**config.mk**
```make
export PLATFORM = sky130hd
export DESIGN_NAME = buddy_block_allocator_top
export DESIGN_NICKNAME = d
export VERILOG_FILES = /design/src/hw/rtl/bba_pkg.sv /design/src/hw/rtl/bba_ram.sv /design/src/hw/rtl/bba_ctrl.sv /design/src/hw/rtl/bba_dp.sv /design/src/hw/rtl/buddy_block_allocator_top.sv
export SDC_FILE = /design/constraint.sdc
export NUM_CORES = 1
export LEC_CHECK = 0
export ABC_AREA = 1
export BUFFER_PORTS_ARGS = -buffer_cell sky130_fd_sc_hd__buf_2
export CAP_MARGIN = 20
export CORE_ASPECT_RATIO = 2
export CORE_MARGIN = 2
export CORE_UTILIZATION = 50
export DETAILED_ROUTE_END_ITERATION = 16
export GPL_TIMING_DRIVEN = 0
export PLACE_DENSITY = 0.73
export REMOVE_ABC_BUFFERS = 1
export SYNTH_ARGS = -nofsm -noshare
export SYNTH_HDL_FRONTEND = slang
export SYNTH_SLANG_ARGS = --single-unit
```
**constraint.sdc**
```tcl
create_clock -name clk -period 14.61 [get_ports clk]
set_input_delay 1.461 -clock clk [delete_from_list [all_inputs] [get_ports clk]]
set_output_delay 1.461 -clock clk [all_outputs]
set_load 0.1 [all_outputs]
```
**src/hw/rtl/bba_pkg.sv**
```systemverilog
`default_nettype none

package bba_pkg;

    localparam int LEAF_BLOCKS_DEF    = 64;
    localparam int MIN_BLOCK_LOG2_DEF = 12;

    localparam int ADDR_W  = 32;
    localparam int WIDE_W  = 33;
    localparam int SHAMT_W = 6;

    localparam logic [1:0] OP_ALLOC = 2'd0;
    localparam logic [1:0] OP_FREE  = 2'd1;
    localparam logic [1:0] OP_CLEAR = 2'd2;

    typedef enum logic [1:0] {
        STATUS_DONE,
        STATUS_TOO_BIG,
        STATUS_NO_FIT,
        STATUS_NOT_ALLOC
    } bba_status_t;

    typedef enum logic [3:0] {
        ST_INIT,
        ST_IDLE,
        ST_CLR,
        ST_A_RD,
        ST_A_EV,
        ST_A_UP,
        ST_F_RD,
        ST_F_EV,
        ST_M_B,
        ST_M_P,
        ST_M_EV
    } bba_state_t;

    typedef enum logic [2:0] {
        NODE_HOLD,
        NODE_ZERO,
        NODE_LEAF,
        NODE_INC,
        NODE_CHILD,
        NODE_PARENT
    } bba_node_op_t;

    typedef enum logic [1:0] {
        RD_NODE,
        RD_BUDDY,
        RD_PARENT
    } bba_rd_sel_t;

    typedef enum logic [2:0] {
        WR_NONE,
        WR_CLEAR,
        WR_USED,
        WR_SPLIT,
        WR_MERGE
    } bba_wr_op_t;

    typedef struct packed {
        logic used;
        logic split;
    } bba_bits_t;

    typedef struct packed {
        logic         load;
        bba_node_op_t node_op;
        bba_rd_sel_t  rd_sel;
        bba_wr_op_t   wr_op;
        logic         kd_zero;
        logic         kd_step;
        logic         bd_load;
        logic         respond;
        bba_status_t  resp_status;
        logic         resp_addr;
    } bba_cmd_t;

    typedef struct packed {
        logic too_big;
        logic addr_bad;
        logic used;
        logic split;
        logic leaf;
        logic fit_here;
        logic node_zero;
        logic node_odd;
        logic parent_zero;
        logic sweep_last;
        logic merge_ok;
    } bba_stat_t;

endpackage

`default_nettype wire

```
**src/hw/rtl/bba_ram.sv**
```systemverilog
`default_nettype none

module bba_ram #(
    parameter int WIDTH = 2,
    parameter int DEPTH = 128
) (
    input  logic                     clk,
    input  logic                     wr_en,
    input  logic [$clog2(DEPTH)-1:0] wr_addr,
    input  logic [WIDTH-1:0]         wr_data,
    input  logic [$clog2(DEPTH)-1:0] rd_addr,
    output logic [WIDTH-1:0]         rd_data
);

    logic [WIDTH-1:0] mem [DEPTH];
    logic [WIDTH-1:0] rd_data_reg;

    always_ff @(posedge clk)
    begin
        if (wr_en)
        begin
            mem[wr_addr] <= wr_data;
        end
        rd_data_reg <= mem[rd_addr];
    end

    assign rd_data = rd_data_reg;

endmodule

`default_nettype wire

```
**src/hw/rtl/bba_ctrl.sv**
```systemverilog
`default_nettype none

module bba_ctrl (
    input  logic                clk,
    input  logic                rst_n,
    input  logic                start,
    input  logic [1:0]          operation,
    input  bba_pkg::bba_stat_t  stat,
    output bba_pkg::bba_cmd_t   cmd,
    output logic                busy
);

    import bba_pkg::*;

    bba_state_t state_reg;
    bba_state_t state_next;

    always_ff @(posedge clk or negedge rst_n)
    begin
        if (!rst_n)
        begin
            state_reg <= ST_INIT;
        end
        else
        begin
            state_reg <= state_next;
        end
    end

    always_comb
    begin
        state_next      = state_reg;
        cmd             = '0;
        cmd.node_op     = NODE_HOLD;
        cmd.rd_sel      = RD_NODE;
        cmd.wr_op       = WR_NONE;
        cmd.resp_status = STATUS_DONE;
        busy            = (state_reg != ST_IDLE);

        case (state_reg)
            ST_INIT:
            begin
                cmd.wr_op   = WR_CLEAR;
                cmd.node_op = NODE_INC;
                if (stat.sweep_last)
                begin
                    state_next = ST_IDLE;
                end
            end

            ST_IDLE:
            begin
                if (start)
                begin
                    cmd.load = 1'b1;
                    case (operation)
                        OP_ALLOC:
                        begin
                            cmd.node_op = NODE_ZERO;
                            if (stat.too_big)
                            begin
                                cmd.respond     = 1'b1;
                                cmd.resp_status = STATUS_TOO_BIG;
                            end
                            else
                            begin
                                state_next = ST_A_RD;
                            end
                        end
                        OP_FREE:
                        begin
                            cmd.node_op = NODE_LEAF;
                            if (stat.addr_bad)
                            begin
                                cmd.respond     = 1'b1;
                                cmd.resp_status = STATUS_NOT_ALLOC;
                            end
                            else
                            begin
                                state_next = ST_F_RD;
                            end
                        end
                        OP_CLEAR:
                        begin
                            cmd.node_op = NODE_ZERO;
                            state_next  = ST_CLR;
                        end
                        default:
                        begin
                            cmd.respond = 1'b1;
                        end
                    endcase
                end
            end

            ST_CLR:
            begin
                cmd.wr_op   = WR_CLEAR;
                cmd.node_op = NODE_INC;
                if (stat.sweep_last)
                begin
                    cmd.respond = 1'b1;
                    state_next  = ST_IDLE;
                end
            end

            ST_A_RD:
            begin
                cmd.rd_sel = RD_NODE;
                state_next = ST_A_EV;
            end

            ST_A_EV:
            begin
                if (stat.used)
                begin
                    state_next = ST_A_UP;
                end
                else if ((stat.fit_here || stat.leaf) && !stat.split)
                begin
                    cmd.wr_op     = WR_USED;
                    cmd.respond   = 1'b1;
                    cmd.resp_addr = 1'b1;
                    state_next    = ST_IDLE;
                end
                else if (stat.leaf || stat.fit_here)
                begin
                    state_next = ST_A_UP;
                end
                else
                begin
                    cmd.wr_op   = WR_SPLIT;
                    cmd.node_op = NODE_CHILD;
                    state_next  = ST_A_RD;
                end
            end

            ST_A_UP:
            begin
                if (stat.node_zero)
                begin
                    cmd.respond     = 1'b1;
                    cmd.resp_status = STATUS_NO_FIT;
                    state_next      = ST_IDLE;
                end
                else if (stat.node_odd)
                begin
                    cmd.node_op = NODE_INC;
                    state_next  = ST_A_RD;
                end
                else
                begin
                    cmd.node_op = NODE_PARENT;
                end
            end

            ST_F_RD:
            begin
                cmd.rd_sel = RD_NODE;
                state_next = ST_F_EV;
            end

            ST_F_EV:
            begin
                if (stat.used)
                begin
                    cmd.wr_op   = WR_CLEAR;
                    cmd.kd_zero = 1'b1;
                    if (stat.node_zero)
                    begin
                        cmd.respond = 1'b1;
                        state_next  = ST_IDLE;
                    end
                    else
                    begin
                        state_next = ST_M_B;
                    end
                end
                else if (stat.node_zero)
                begin
                    cmd.respond     = 1'b1;
                    cmd.resp_status = STATUS_NOT_ALLOC;
                    state_next      = ST_IDLE;
                end
                else
                begin
                    cmd.node_op = NODE_PARENT;
                    state_next  = ST_F_RD;
                end
            end

            ST_M_B:
            begin
                cmd.rd_sel = RD_BUDDY;
                state_next = ST_M_P;
            end

            ST_M_P:
            begin
                cmd.bd_load = 1'b1;
                cmd.rd_sel  = RD_PARENT;
                state_next  = ST_M_EV;
            end

            ST_M_EV:
            begin
                cmd.kd_step = 1'b1;
                cmd.node_op = NODE_PARENT;
                if (stat.merge_ok)
                begin
                    cmd.wr_op = WR_MERGE;
                end
                if (stat.parent_zero)
                begin
                    cmd.respond = 1'b1;
                    state_next  = ST_IDLE;
                end
                else
                begin
                    state_next = ST_M_B;
                end
            end

            default:
            begin
                state_next = ST_IDLE;
            end
        endcase
    end

endmodule

`default_nettype wire

```
**src/hw/rtl/bba_dp.sv**
```systemverilog
`default_nettype none

module bba_dp #(
    parameter int LEAF_BLOCKS    = bba_pkg::LEAF_BLOCKS_DEF,
    parameter int MIN_BLOCK_LOG2 = bba_pkg::MIN_BLOCK_LOG2_DEF
) (
    input  logic                         clk,
    input  logic                         rst_n,
    input  logic                         base_address_we,
    input  logic [bba_pkg::ADDR_W-1:0]   base_address,
    input  logic [bba_pkg::ADDR_W-1:0]   request_bytes,
    input  logic [bba_pkg::ADDR_W-1:0]   free_address,
    input  bba_pkg::bba_cmd_t            cmd,
    output bba_pkg::bba_stat_t           stat,
    output logic                         done,
    output logic [1:0]                   status,
    output logic [bba_pkg::ADDR_W-1:0]   block_address
);

    import bba_pkg::*;

    localparam int LEAF_LOG   = $clog2(LEAF_BLOCKS);
    localparam int NODE_COUNT = 2 * LEAF_BLOCKS;
    localparam int NODE_W     = LEAF_LOG + 1;
    localparam int LVL_W      = $clog2(LEAF_LOG + 1);
    localparam int SPAN_LOG   = MIN_BLOCK_LOG2 + LEAF_LOG;

    localparam logic [NODE_W-1:0] FIRST_LEAF  = NODE_W'(LEAF_BLOCKS - 1);
    localparam logic [WIDE_W-1:0] TOTAL_BYTES = WIDE_W'(1) << SPAN_LOG;

    logic [ADDR_W-1:0] base_reg;
    logic [ADDR_W-1:0] want_reg;
    logic [NODE_W-1:0] node_reg;
    logic [NODE_W-1:0] node_next;
    logic [LVL_W-1:0]  level_reg;
    logic [LVL_W-1:0]  level_next;
    bba_bits_t         kd_reg;
    bba_bits_t         kd_next;
    bba_bits_t         bd_reg;
    logic              done_reg;
    bba_status_t       status_reg;
    logic [ADDR_W-1:0] block_address_reg;

    logic [NODE_W-1:0]  node_inc;
    logic [NODE_W-1:0]  node_dec;
    logic [NODE_W-1:0]  node_child;
    logic [NODE_W-1:0]  node_parent;
    logic [NODE_W-1:0]  node_buddy;
    logic [NODE_W-1:0]  leaf_node;
    logic [ADDR_W-1:0]  disp;
    logic [ADDR_W-1:0]  blk_idx;
    logic [SHAMT_W-1:0] half_shamt;
    logic [WIDE_W-1:0]  half_bytes;
    logic [NODE_W-1:0]  pos;
    logic [WIDE_W-1:0]  offset;
    logic [ADDR_W-1:0]  take_addr;

    logic [NODE_W-1:0]  rd_addr;
    logic [NODE_W-1:0]  wr_addr;
    logic               wr_en;
    bba_bits_t          wr_bits;
    logic [1:0]         rd_word;
    bba_bits_t          rd_bits;

    assign node_inc    = node_reg + NODE_W'(1);
    assign node_dec    = node_reg - NODE_W'(1);
    assign node_child  = {node_reg[NODE_W-2:0], 1'b1};
    assign node_parent = node_dec >> 1;
    assign node_buddy  = node_reg[0] ? node_inc : node_dec;

    assign disp      = free_address - base_reg;
    assign blk_idx   = disp >> MIN_BLOCK_LOG2;
    assign leaf_node = FIRST_LEAF + NODE_W'(blk_idx[LEAF_LOG-1:0]);

    assign half_shamt = SHAMT_W'(SPAN_LOG - 1) - SHAMT_W'(level_reg);
    assign half_bytes = WIDE_W'(1) << half_shamt;

    // block offset = position within level times block size at that level
    assign pos       = node_inc - (NODE_W'(1) << level_reg);
    assign offset    = WIDE_W'(pos) << (SHAMT_W'(SPAN_LOG) - SHAMT_W'(level_reg));
    assign take_addr = base_reg + offset[ADDR_W-1:0];

    assign rd_bits = bba_bits_t'(rd_word);

    always_comb
    begin
        case (cmd.rd_sel)
            RD_NODE:   rd_addr = node_reg;
            RD_BUDDY:  rd_addr = node_buddy;
            RD_PARENT: rd_addr = node_parent;
            default:   rd_addr = node_reg;
        endcase
    end

    always_comb
    begin
        wr_en   = 1'b1;
        wr_addr = node_reg;
        wr_bits = '0;
        case (cmd.wr_op)
            WR_CLEAR:
            begin
                wr_bits = '0;
            end
            WR_USED:
            begin
                wr_bits.used = 1'b1;
            end
            WR_SPLIT:
            begin
                wr_bits.split = 1'b1;
            end
            WR_MERGE:
            begin
                wr_addr      = node_parent;
                wr_bits.used = rd_bits.used;
            end
            default:
            begin
                wr_en = 1'b0;
            end
        endcase
    end

    bba_ram #(
        .WIDTH ($bits(bba_bits_t)),
        .DEPTH (NODE_COUNT)
    ) u_bits_ram (
        .clk     (clk),
        .wr_en   (wr_en),
        .wr_addr (wr_addr),
        .wr_data (wr_bits),
        .rd_addr (rd_addr),
        .rd_data (rd_word)
    );

    always_comb
    begin
        node_next  = node_reg;
        level_next = level_reg;
        case (cmd.node_op)
            NODE_ZERO:
            begin
                node_next  = '0;
                level_next = '0;
            end
            NODE_LEAF:
            begin
                node_next  = leaf_node;
                level_next = LVL_W'(LEAF_LOG);
            end
            NODE_INC:
            begin
                node_next = node_inc;
            end
            NODE_CHILD:
            begin
                node_next  = node_child;
                level_next = level_reg + LVL_W'(1);
            end
            NODE_PARENT:
            begin
                node_next  = node_parent;
                level_next = level_reg - LVL_W'(1);
            end
            default:
            begin
                node_next = node_reg;
            end
        endcase
    end

    always_comb
    begin
        kd_next = kd_reg;
        if (cmd.kd_zero)
        begin
            kd_next = '0;
        end
        else if (cmd.kd_step)
        begin
            kd_next = rd_bits;
            if (stat.merge_ok)
            begin
                kd_next.split = 1'b0;
            end
        end
    end

    always_ff @(posedge clk or negedge rst_n)
    begin
        if (!rst_n)
        begin
            base_reg  <= '0;
            node_reg  <= '0;
            level_reg <= '0;
            done_reg  <= 1'b0;
        end
        else
        begin
            if (base_address_we)
            begin
                base_reg <= base_address;
            end
            node_reg  <= node_next;
            level_reg <= level_next;
            done_reg  <= cmd.respond;
        end
    end

    always_ff @(posedge clk)
    begin
        if (cmd.load)
        begin
            want_reg <= request_bytes;
        end
        kd_reg <= kd_next;
        if (cmd.bd_load)
        begin
            bd_reg <= rd_bits;
        end
        if (cmd.respond)
        begin
            status_reg        <= cmd.resp_status;
            block_address_reg <= cmd.resp_addr ? take_addr : '0;
        end
    end

    always_comb
    begin
        stat.too_big     = {1'b0, request_bytes} > TOTAL_BYTES;
        stat.addr_bad    = blk_idx >= ADDR_W'(LEAF_BLOCKS);
        stat.used        = rd_bits.used;
        stat.split       = rd_bits.split;
        stat.leaf        = node_reg >= FIRST_LEAF;
        stat.fit_here    = {1'b0, want_reg} > half_bytes;
        stat.node_zero   = (node_reg == '0);
        stat.node_odd    = node_reg[0];
        stat.parent_zero = (node_parent == '0);
        stat.sweep_last  = &node_reg;
        stat.merge_ok    = (kd_reg == '0) && (bd_reg == '0);
    end

    assign done          = done_reg;
    assign status        = status_reg;
    assign block_address = block_address_reg;

endmodule

`default_nettype wire

```
**src/hw/rtl/buddy_block_allocator_top.sv**
```systemverilog
`default_nettype none

// Buddy allocator over LEAF_BLOCKS blocks of 2^MIN_BLOCK_LOG2 bytes from base_address.
// A request is taken when start is high and busy is low; its result comes back on
// done/status/block_address for exactly one cycle, in the cycle after the last step, and
// must be captured then since the block cannot be stalled. All node bits sit in one
// single-port-read RAM, so each node visit is a read state followed by a decide state.
// After the accept cycle, allocate visits nodes in turn, moving to a sibling or back up
// a level when one cannot hold the request; free checks the leaf and its ancestors until
// it finds the used one, then walks back to the root merging free buddies; clear sweeps
// every node; a rejected request or any other operation ends in the accept cycle.
// After reset busy stays high for a clearing pass over every node; write
// base_address only while no request is in flight.
module buddy_block_allocator_top #(
    parameter int LEAF_BLOCKS    = bba_pkg::LEAF_BLOCKS_DEF,
    parameter int MIN_BLOCK_LOG2 = bba_pkg::MIN_BLOCK_LOG2_DEF
) (
    input  logic                        clk,
    input  logic                        rst_n,
    input  logic                        base_address_we,
    input  logic [bba_pkg::ADDR_W-1:0]  base_address,
    input  logic                        start,
    output logic                        busy,
    input  logic [1:0]                  operation,
    input  logic [bba_pkg::ADDR_W-1:0]  request_bytes,
    input  logic [bba_pkg::ADDR_W-1:0]  free_address,
    output logic                        done,
    output logic [1:0]                  status,
    output logic [bba_pkg::ADDR_W-1:0]  block_address
);

    import bba_pkg::*;

    bba_cmd_t  cmd;
    bba_stat_t stat;

    bba_ctrl u_ctrl (
        .clk       (clk),
        .rst_n     (rst_n),
        .start     (start),
        .operation (operation),
        .stat      (stat),
        .cmd       (cmd),
        .busy      (busy)
    );

    bba_dp #(
        .LEAF_BLOCKS    (LEAF_BLOCKS),
        .MIN_BLOCK_LOG2 (MIN_BLOCK_LOG2)
    ) u_dp (
        .clk             (clk),
        .rst_n           (rst_n),
        .base_address_we (base_address_we),
        .base_address    (base_address),
        .request_bytes   (request_bytes),
        .free_address    (free_address),
        .cmd             (cmd),
        .stat            (stat),
        .done            (done),
        .status          (status),
        .block_address   (block_address)
    );

    a_addr_only_when_done: assert property (@(posedge clk) disable iff (!rst_n)
        done && (block_address != '0) |-> status == STATUS_DONE)
        else $error("block address returned with a failure status");

    a_idle_on_result: assert property (@(posedge clk) disable iff (!rst_n)
        done |-> !busy)
        else $error("result strobe while still busy");

    a_clear_sweeps: assert property (@(posedge clk) disable iff (!rst_n)
        start && !busy && operation == OP_CLEAR |=> busy && !done)
        else $error("clear request did not start a sweep");

endmodule

`default_nettype wire
```
; ---- After elaboration in Yosys (flattened, before gate mapping)
; Memories as Yosys holds them, arrays and structs flattened. A register that Yosys moved wholly into a read port is not among the register bits.
; Index checks and enable logic that the tools add are counted.
[totals]
register_bits = 117
ram_bits = 256
in_bits = 102
output_inout_bits = 36
elab_cells = 141
mem_count = 1
[memory_table]
columns = memory, words, width, rd, rd_clocked_by_memory_dff, write_ports, line
row1 = u_dp.u_bits_ram.mem, 128, 2, 1, 1, 1, bba_ram.sv:15  ; logic [WIDTH-1:0] mem [DEPTH];
[op_classes]
addsub = 10
magnitude_cmp = 4
eq_ne = 30
shifts = 3
muxes = 64
n_reduce_logical = 17
[op_table]
columns = op, count
row1 = two-way mux 3 bit, 17
row2 = two-way mux 4 bit, 12
row3 = one-hot mux 4 bit (10 select lines), 1
row4 = one-hot mux 7 bit (5 select lines), 1
row5 = > comparator 32 x 33 -> 1 bit, 1
row6 = << shifter 1 x 6 -> 33 bit (first input constant), 1
row7 = adder 32 bit, 1
row8 = > comparator 32 x 19 -> 1 bit (second input constant), 1
row9 = << shifter 7 x 6 -> 32 bit, 1
row10 = subtractor 32 bit, 1
row11 = one-hot mux 3 bit (4 select lines), 2
row12 = >= comparator 20 x 7 -> 1 bit (second input constant), 1
row13 = one-hot mux 3 bit (6 select lines), 1
row14 = equality test 4 x 3 -> 1 bit (second input constant), 4
row15 = two-way mux 1 bit, 16
row16 = logical NOT 7 bit, 2
row17 = two-way mux 7 bit, 2
row18 = one-hot mux 7 bit (2 select lines), 1
row19 = equality test 3 x 2 -> 1 bit (second input constant), 4
row20 = equality test 4 bit (second input constant), 3
row21 = one-hot mux 2 bit (2 select lines), 3
row22 = one-hot mux 4 bit (3 select lines), 1
row23 = subtractor 5 x 3 -> 6 bit (first input constant), 2
row24 = equality test 3 bit (second input constant), 3
row25 = 35 further kinds, 46

; ---- Longest topological paths before layout
[depth]
word_depth = 13
mapped_depth = 32
ltp_nobuf = 32

; ---- Modules after synthesis
; A second synthesis with hierarchy kept.
[hier_totals]
cells_unflattened = 2536
hier_area_um2 = 21598.2
[modules_own_cells]
columns = module, instances, cells_each, area_per_inst_um2, seq_area_each_um2
row1 = bba_ram, 1, 1041, 11095.6, 7727.4
row2 = bba_dp, 1, 1366, 9788.1, 3158.0
row3 = bba_ctrl, 1, 129, 714.4, 100.1

; ---- Worst setup path before layout
; Ideal clock, no wire load.
[synth_path]
path_type = register -> register
from = register u_ctrl.state_reg[2]
to = memory u_dp.u_bits_ram.mem[0][1] (data pin)
setup_time_ns = 1.197
arrival_time_ns = 6.110
t_required_ns = 13.413
path_slack_ns = 7.303
stages_incl_launch_ff = 9
n_path_buf = 1
synth_period_minus_slack_ns = 7.307
cell_sequence = dfrtp_1 nor2_1 inv_2 nor2_8 inv_2 nor2_4 inv_2 buf_6 o21ai_0
[synth_via]
elab_chain_len = 5
word_cells_on_any_way = 10
cone_classes = eq/ne (6) / mux (2) / reduce/logical (2)
[synth_lines]
columns = element, line
row1 = "start, declared", bba_ctrl.sv:15  ; bba_state_t state_reg;
row2 = "start signal, assigned", bba_ctrl.sv:26  ; state_reg <= state_next;
row3 = equality test 4 x 2 -> 1 bit / logical NOT 4 bit (equally long branches), bba_ctrl.sv:40  ; case (state_reg)
row4 = OR reduction 2 bit (no source line), n/a
row5 = one-hot mux 3 bit (4 select lines) (*), bba_ctrl.sv:40
row6 = equality test 3 bit / equality test 3 x 2 -> 1 bit (equally long branches), bba_dp.sv:100  ; case (cmd.wr_op)
row7 = one-hot mux 1 bit (2 select lines) (*), bba_dp.sv:100
row8 = named net u_dp.u_bits_ram.wr_data[1], bba_ram.sv:10  ; input logic [WIDTH-1:0] wr_data,
row9 = "end, declared", bba_ram.sv:15
; Mark *: on every way through the listed nets, which the timed path passes. The rest lies on a longest branch.

; ---- Worst setup path in the final report
[layout_path]
from = register u_dp.level_reg[0]
to = register u_dp.block_address_reg[22] (netlist: u_dp.block_address[22]) (data pin)
[layout_via]
elab_chain_len = 8
word_cells_on_any_way = 13
cone_classes = add/sub (4) / order compare (1) / shift (3) / mux (3) / reduce/logical (2)
[layout_lines]
columns = element, line
row1 = "start, declared", bba_dp.sv:35  ; logic [LVL_W-1:0] level_reg;
row2 = "start signal, assigned", bba_dp.sv:206  ; level_reg <= level_next;
row3 = "parallel branches: the longest is 8 deep, another holds adder 32 bit", n/a
row4 = "end signal, assigned", bba_dp.sv:225  ; block_address_reg <= cmd.resp_addr ? take_addr : '0;
row5 = "end, declared", bba_dp.sv:42  ; logic [ADDR_W-1:0] block_address_reg;
; Several ways; the timed one is not identified.
; A chain may end at the register's enable or synchronous reset.

==> flow_summary.toml <==
[status]
status = "finished clean"

[yosys]
synthesis.area_um2 = 22750
ys_warn_count = 0
synth_top_area_cell = "edfxtp_1"
synth_ff_type = "edfxtp_1"
yosysUniqueCellTypes = 50
synthArstFlopShare_pct = 12.53
synth.area.top_cells = "edfxtp_1 (43%), nand2_1 (13%), inv_1 (7.8%)"
ys_ff_latch = 375
yosys.area.top_type_share_pct = 42.77
syn_inst = 2866
avgSynthCellArea_um2 = 7.936
synth-seq-area-share_pct = 48.30
synth-edff-count = 324

[detailed_routing]
dr.pass1.iters = 5
via_count = 19306
drc = 0
wl_per_cell_um = 17.87
antenna_left = 0
drtIter0Drc = 1269
wirelength_um = 63640
viasPerCell = 5.422

[power_and_ir_drop]
power_density_nw_per_um2 = 196.8
swShare_pct = 48.60
seqPwrFrac_pct = 26.9
switchingPower_mw = 2.417
power_leakage_nw = 11.95
intPower_mw = 2.556
clkPwrFrac_pct = 18.7
combPwrFrac_pct = 54.4
ir_drop_mv = 0.1545

[critical_path]
required_ns = 14.90
crit_slowest_cell = "dfrtp_1"
crit_buf_inv = 5
r2r_cells = 26
crit_arrival_ns = 7.02
r2r_setup_slack_ns = 7.88
r2r_end = "u_dp.block_address[22]$_SDFFCE_PN0P_"
critical_path.max_stage_delay_ns = 0.61
r2r-start = "u_dp.level_reg[0]$_DFFE_PN0P_"
startpoint_type = "flip-flop"
crit_path_max_fanout = 13
path_class = "reg -> reg"
setup.worst_path.end_class = "flip-flop"
cp_top_family = "compound AO/OA/AOI/OAI gates"

[grt]
track_usage_pct = 26.71
grt_pass1_wl_um = 97810
antenna_found_initial = 0
gr-total-overflow = 0
grt_max_degree = 76
grt_pass1_vias = 19453

[clocking]
cts_resized = 0
cts.path.max_buffers = 3
cts_tree = "built"
htreeDepth = 2
postCtsSetupBuffers = 0
cts.sinks = 375
cts_buffers = 35
hold_buffers = 0
insertion_delay_ns = 0.55
clk_pin_slew_ns = 0.07
root_buffer = "clkbuf_16"

[min_path]
min_from = "u_dp.u_bits_ram.rd_data[0]$_DFF_P_"
holdPathStages = 0
hold_path_end = "u_dp.bd_reg[0]$_DFFE_PN_"
hold_path_class = "reg -> reg"

[timing]
fmax_mhz = 148.6
tightest_slew_ns = 1.103
setup_tns_ns = 0
finalSetupViolations = 0
period_minus_slack_ns = 6.730
rsz0062_at_grt = "no"
min_period_over_period_pct = 46.06
slew_viol_final = 0
clock_skew_ns = 0.02376
hold_viol = 0
slew_headroom_pct = 26.26

[placed_design]
dp_hpwl_um = 48590
portBuffers = 137
gp_congestion = 1.036
placed_area_um2 = 24130

[job]
cap_violations = 0

[layout]
fin_area_um2 = 25270
layout_common_cells = "nand2_1 (792), inv_1 (472), edfxtp_1 (324), nor2_1 (316), o21ai_0 (268)"
syn2layout_area_growth_pct = 11.08
layout-drive-gt1-share_pct = 8.264
largest_reg_flops = 256
fin_nets = 3184
diodes = 0
regMostFlops = "u_dp.u_bits_ram.mem"
final_common_cell = "nand2_1"

[floorplanning]
dieWidth_um = 154.8
io-pin-count = 138
die_height_um = 305.6
rows = 110
dieArea_um2 = 47320
initial_utilization_pct = 50.54
core_area_um2 = 45010
-- power groups by stage --
stage | Clock (mW) | Sequential [mW] | Combinational (mW)
6_report | 0.928 | 1.34 | 2.71
5_1_grt | 0.973 | 1.35 | 2.98
4_1_cts | 0.938 | 1.34 | 2.68
3_5_place_dp | 0 | 1.36 | 2.66
3_3_place_gp | 0 | 1.37 | 2.65
2_1_floorplan | 0 | 1.50 | 1.74
-- cells by family after synthesis --
kind of cell             after synthesis  share of synthesized area (%)
AND/OR/NAND/NOR                     1296                          22.97
AO/OA/AOI/OAI                        487                          11.56
multiplexers                           1                        0.04950
flip-flops                           375                          48.30
other                                  1                        0.01649
buffers and inverters                574                          10.14
XOR/XNOR                              24                         0.9241
adder cells (fa/ha/maj)              108                          6.040
-- metrics by stage --
stage	hold slack [ns]	setup WS (ns)	total power, mW	util (%)	std cells
detailed placement	0.5244	8.027	4.023	53.61	3497
global placement	0.5054	2.214	4.015	52.58	3479
floorplan	0.4540	7.363	3.246	-	2782
global route	0.5480	7.374	5.303	56.14	3561
finish	0.5443	7.880	4.973	56.14	3561
CTS	0.5476	7.968	4.957	56.14	3561
-- routing by layer --
layer  vias to the layer above  global-route usage, %  wire [um]
li1                       9494                      -          -
met4                         0                  17.83       4709
met2                       618                  53.44      35520
met3                       211                  2.481       2594
met1                      8983                  24.82      20810
met5                         -                      0          0
-- area by class of cell --
class | count | area (um^2)
multi-input cells | 1919 | 9490
inverters | 488 | 1834
clock inverters | 19 | 191.4
fillers | 4064 | 19740
clock buffers | 45 | 944.7
flip-flops and latches | 375 | 10990
well taps | 560 | 700.7
repair buffers | 155 | 1119
-- worst max path at each step --
stage,start,endpoint,cells past startpoint
after global routing,u_dp.level_reg[0]$_DFFE_PN0P_,u_dp.block_address[26]$_SDFFCE_PN0P_,32
after CTS,u_dp.level_reg[0]$_DFFE_PN0P_,u_dp.block_address[22]$_SDFFCE_PN0P_,26
after detailed placement,u_dp.level_reg[0]$_DFFE_PN0P_,u_dp.block_address[22]$_SDFFCE_PN0P_,26
after global placement,u_ctrl.state_reg[1]$_DFFE_PN0P_,u_dp.u_bits_ram.mem[18][1]$_DFFE_PP_,8
final,u_dp.level_reg[0]$_DFFE_PN0P_,u_dp.block_address[22]$_SDFFCE_PN0P_,26
after floorplan,u_ctrl.state_reg[2]$_DFFE_PN0P_,u_dp.u_bits_ram.mem[0][1]$_DFFE_PP_,7
-- cells in the mapped netlist (2+ instances only) --
| cell type | count |
|---|---|
| nor3_1 | 18 |
| nor2_2 | 4 |
| buf_6 | 9 |
| buf_4 | 13 |
| nand3b_1 | 4 |
| o21a_1 | 11 |
| nor4_1 | 16 |
| ha_1 | 105 |
| a21oi_1 | 108 |
| edfxtp_1 | 324 |
| o2111ai_1 | 7 |
| o221ai_1 | 2 |
| inv_1 | 473 |
| o21ai_2 | 7 |
| inv_2 | 14 |
| o22ai_1 | 6 |
| nor2_4 | 2 |
| a21boi_0 | 2 |
| buf_2 | 29 |
| nand3_2 | 4 |
| o211ai_1 | 17 |
| xor2_1 | 17 |
| xnor2_1 | 7 |
| and2_1 | 3 |
| nand3_1 | 107 |
| o21ai_1 | 37 |
| a31oi_1 | 5 |
| dfrtp_1 | 47 |
| a21o_1 | 5 |
| nand4_1 | 19 |
| nand2_1 | 792 |
| clkbuf_1 | 35 |
| o21ai_0 | 269 |
| or2_2 | 7 |
| nor2_1 | 316 |
| o31ai_1 | 4 |
| fa_1 | 3 |
| o21bai_1 | 3 |
| dfxtp_1 | 4 |
Note: power is estimated with default switching activity, not from simulation.
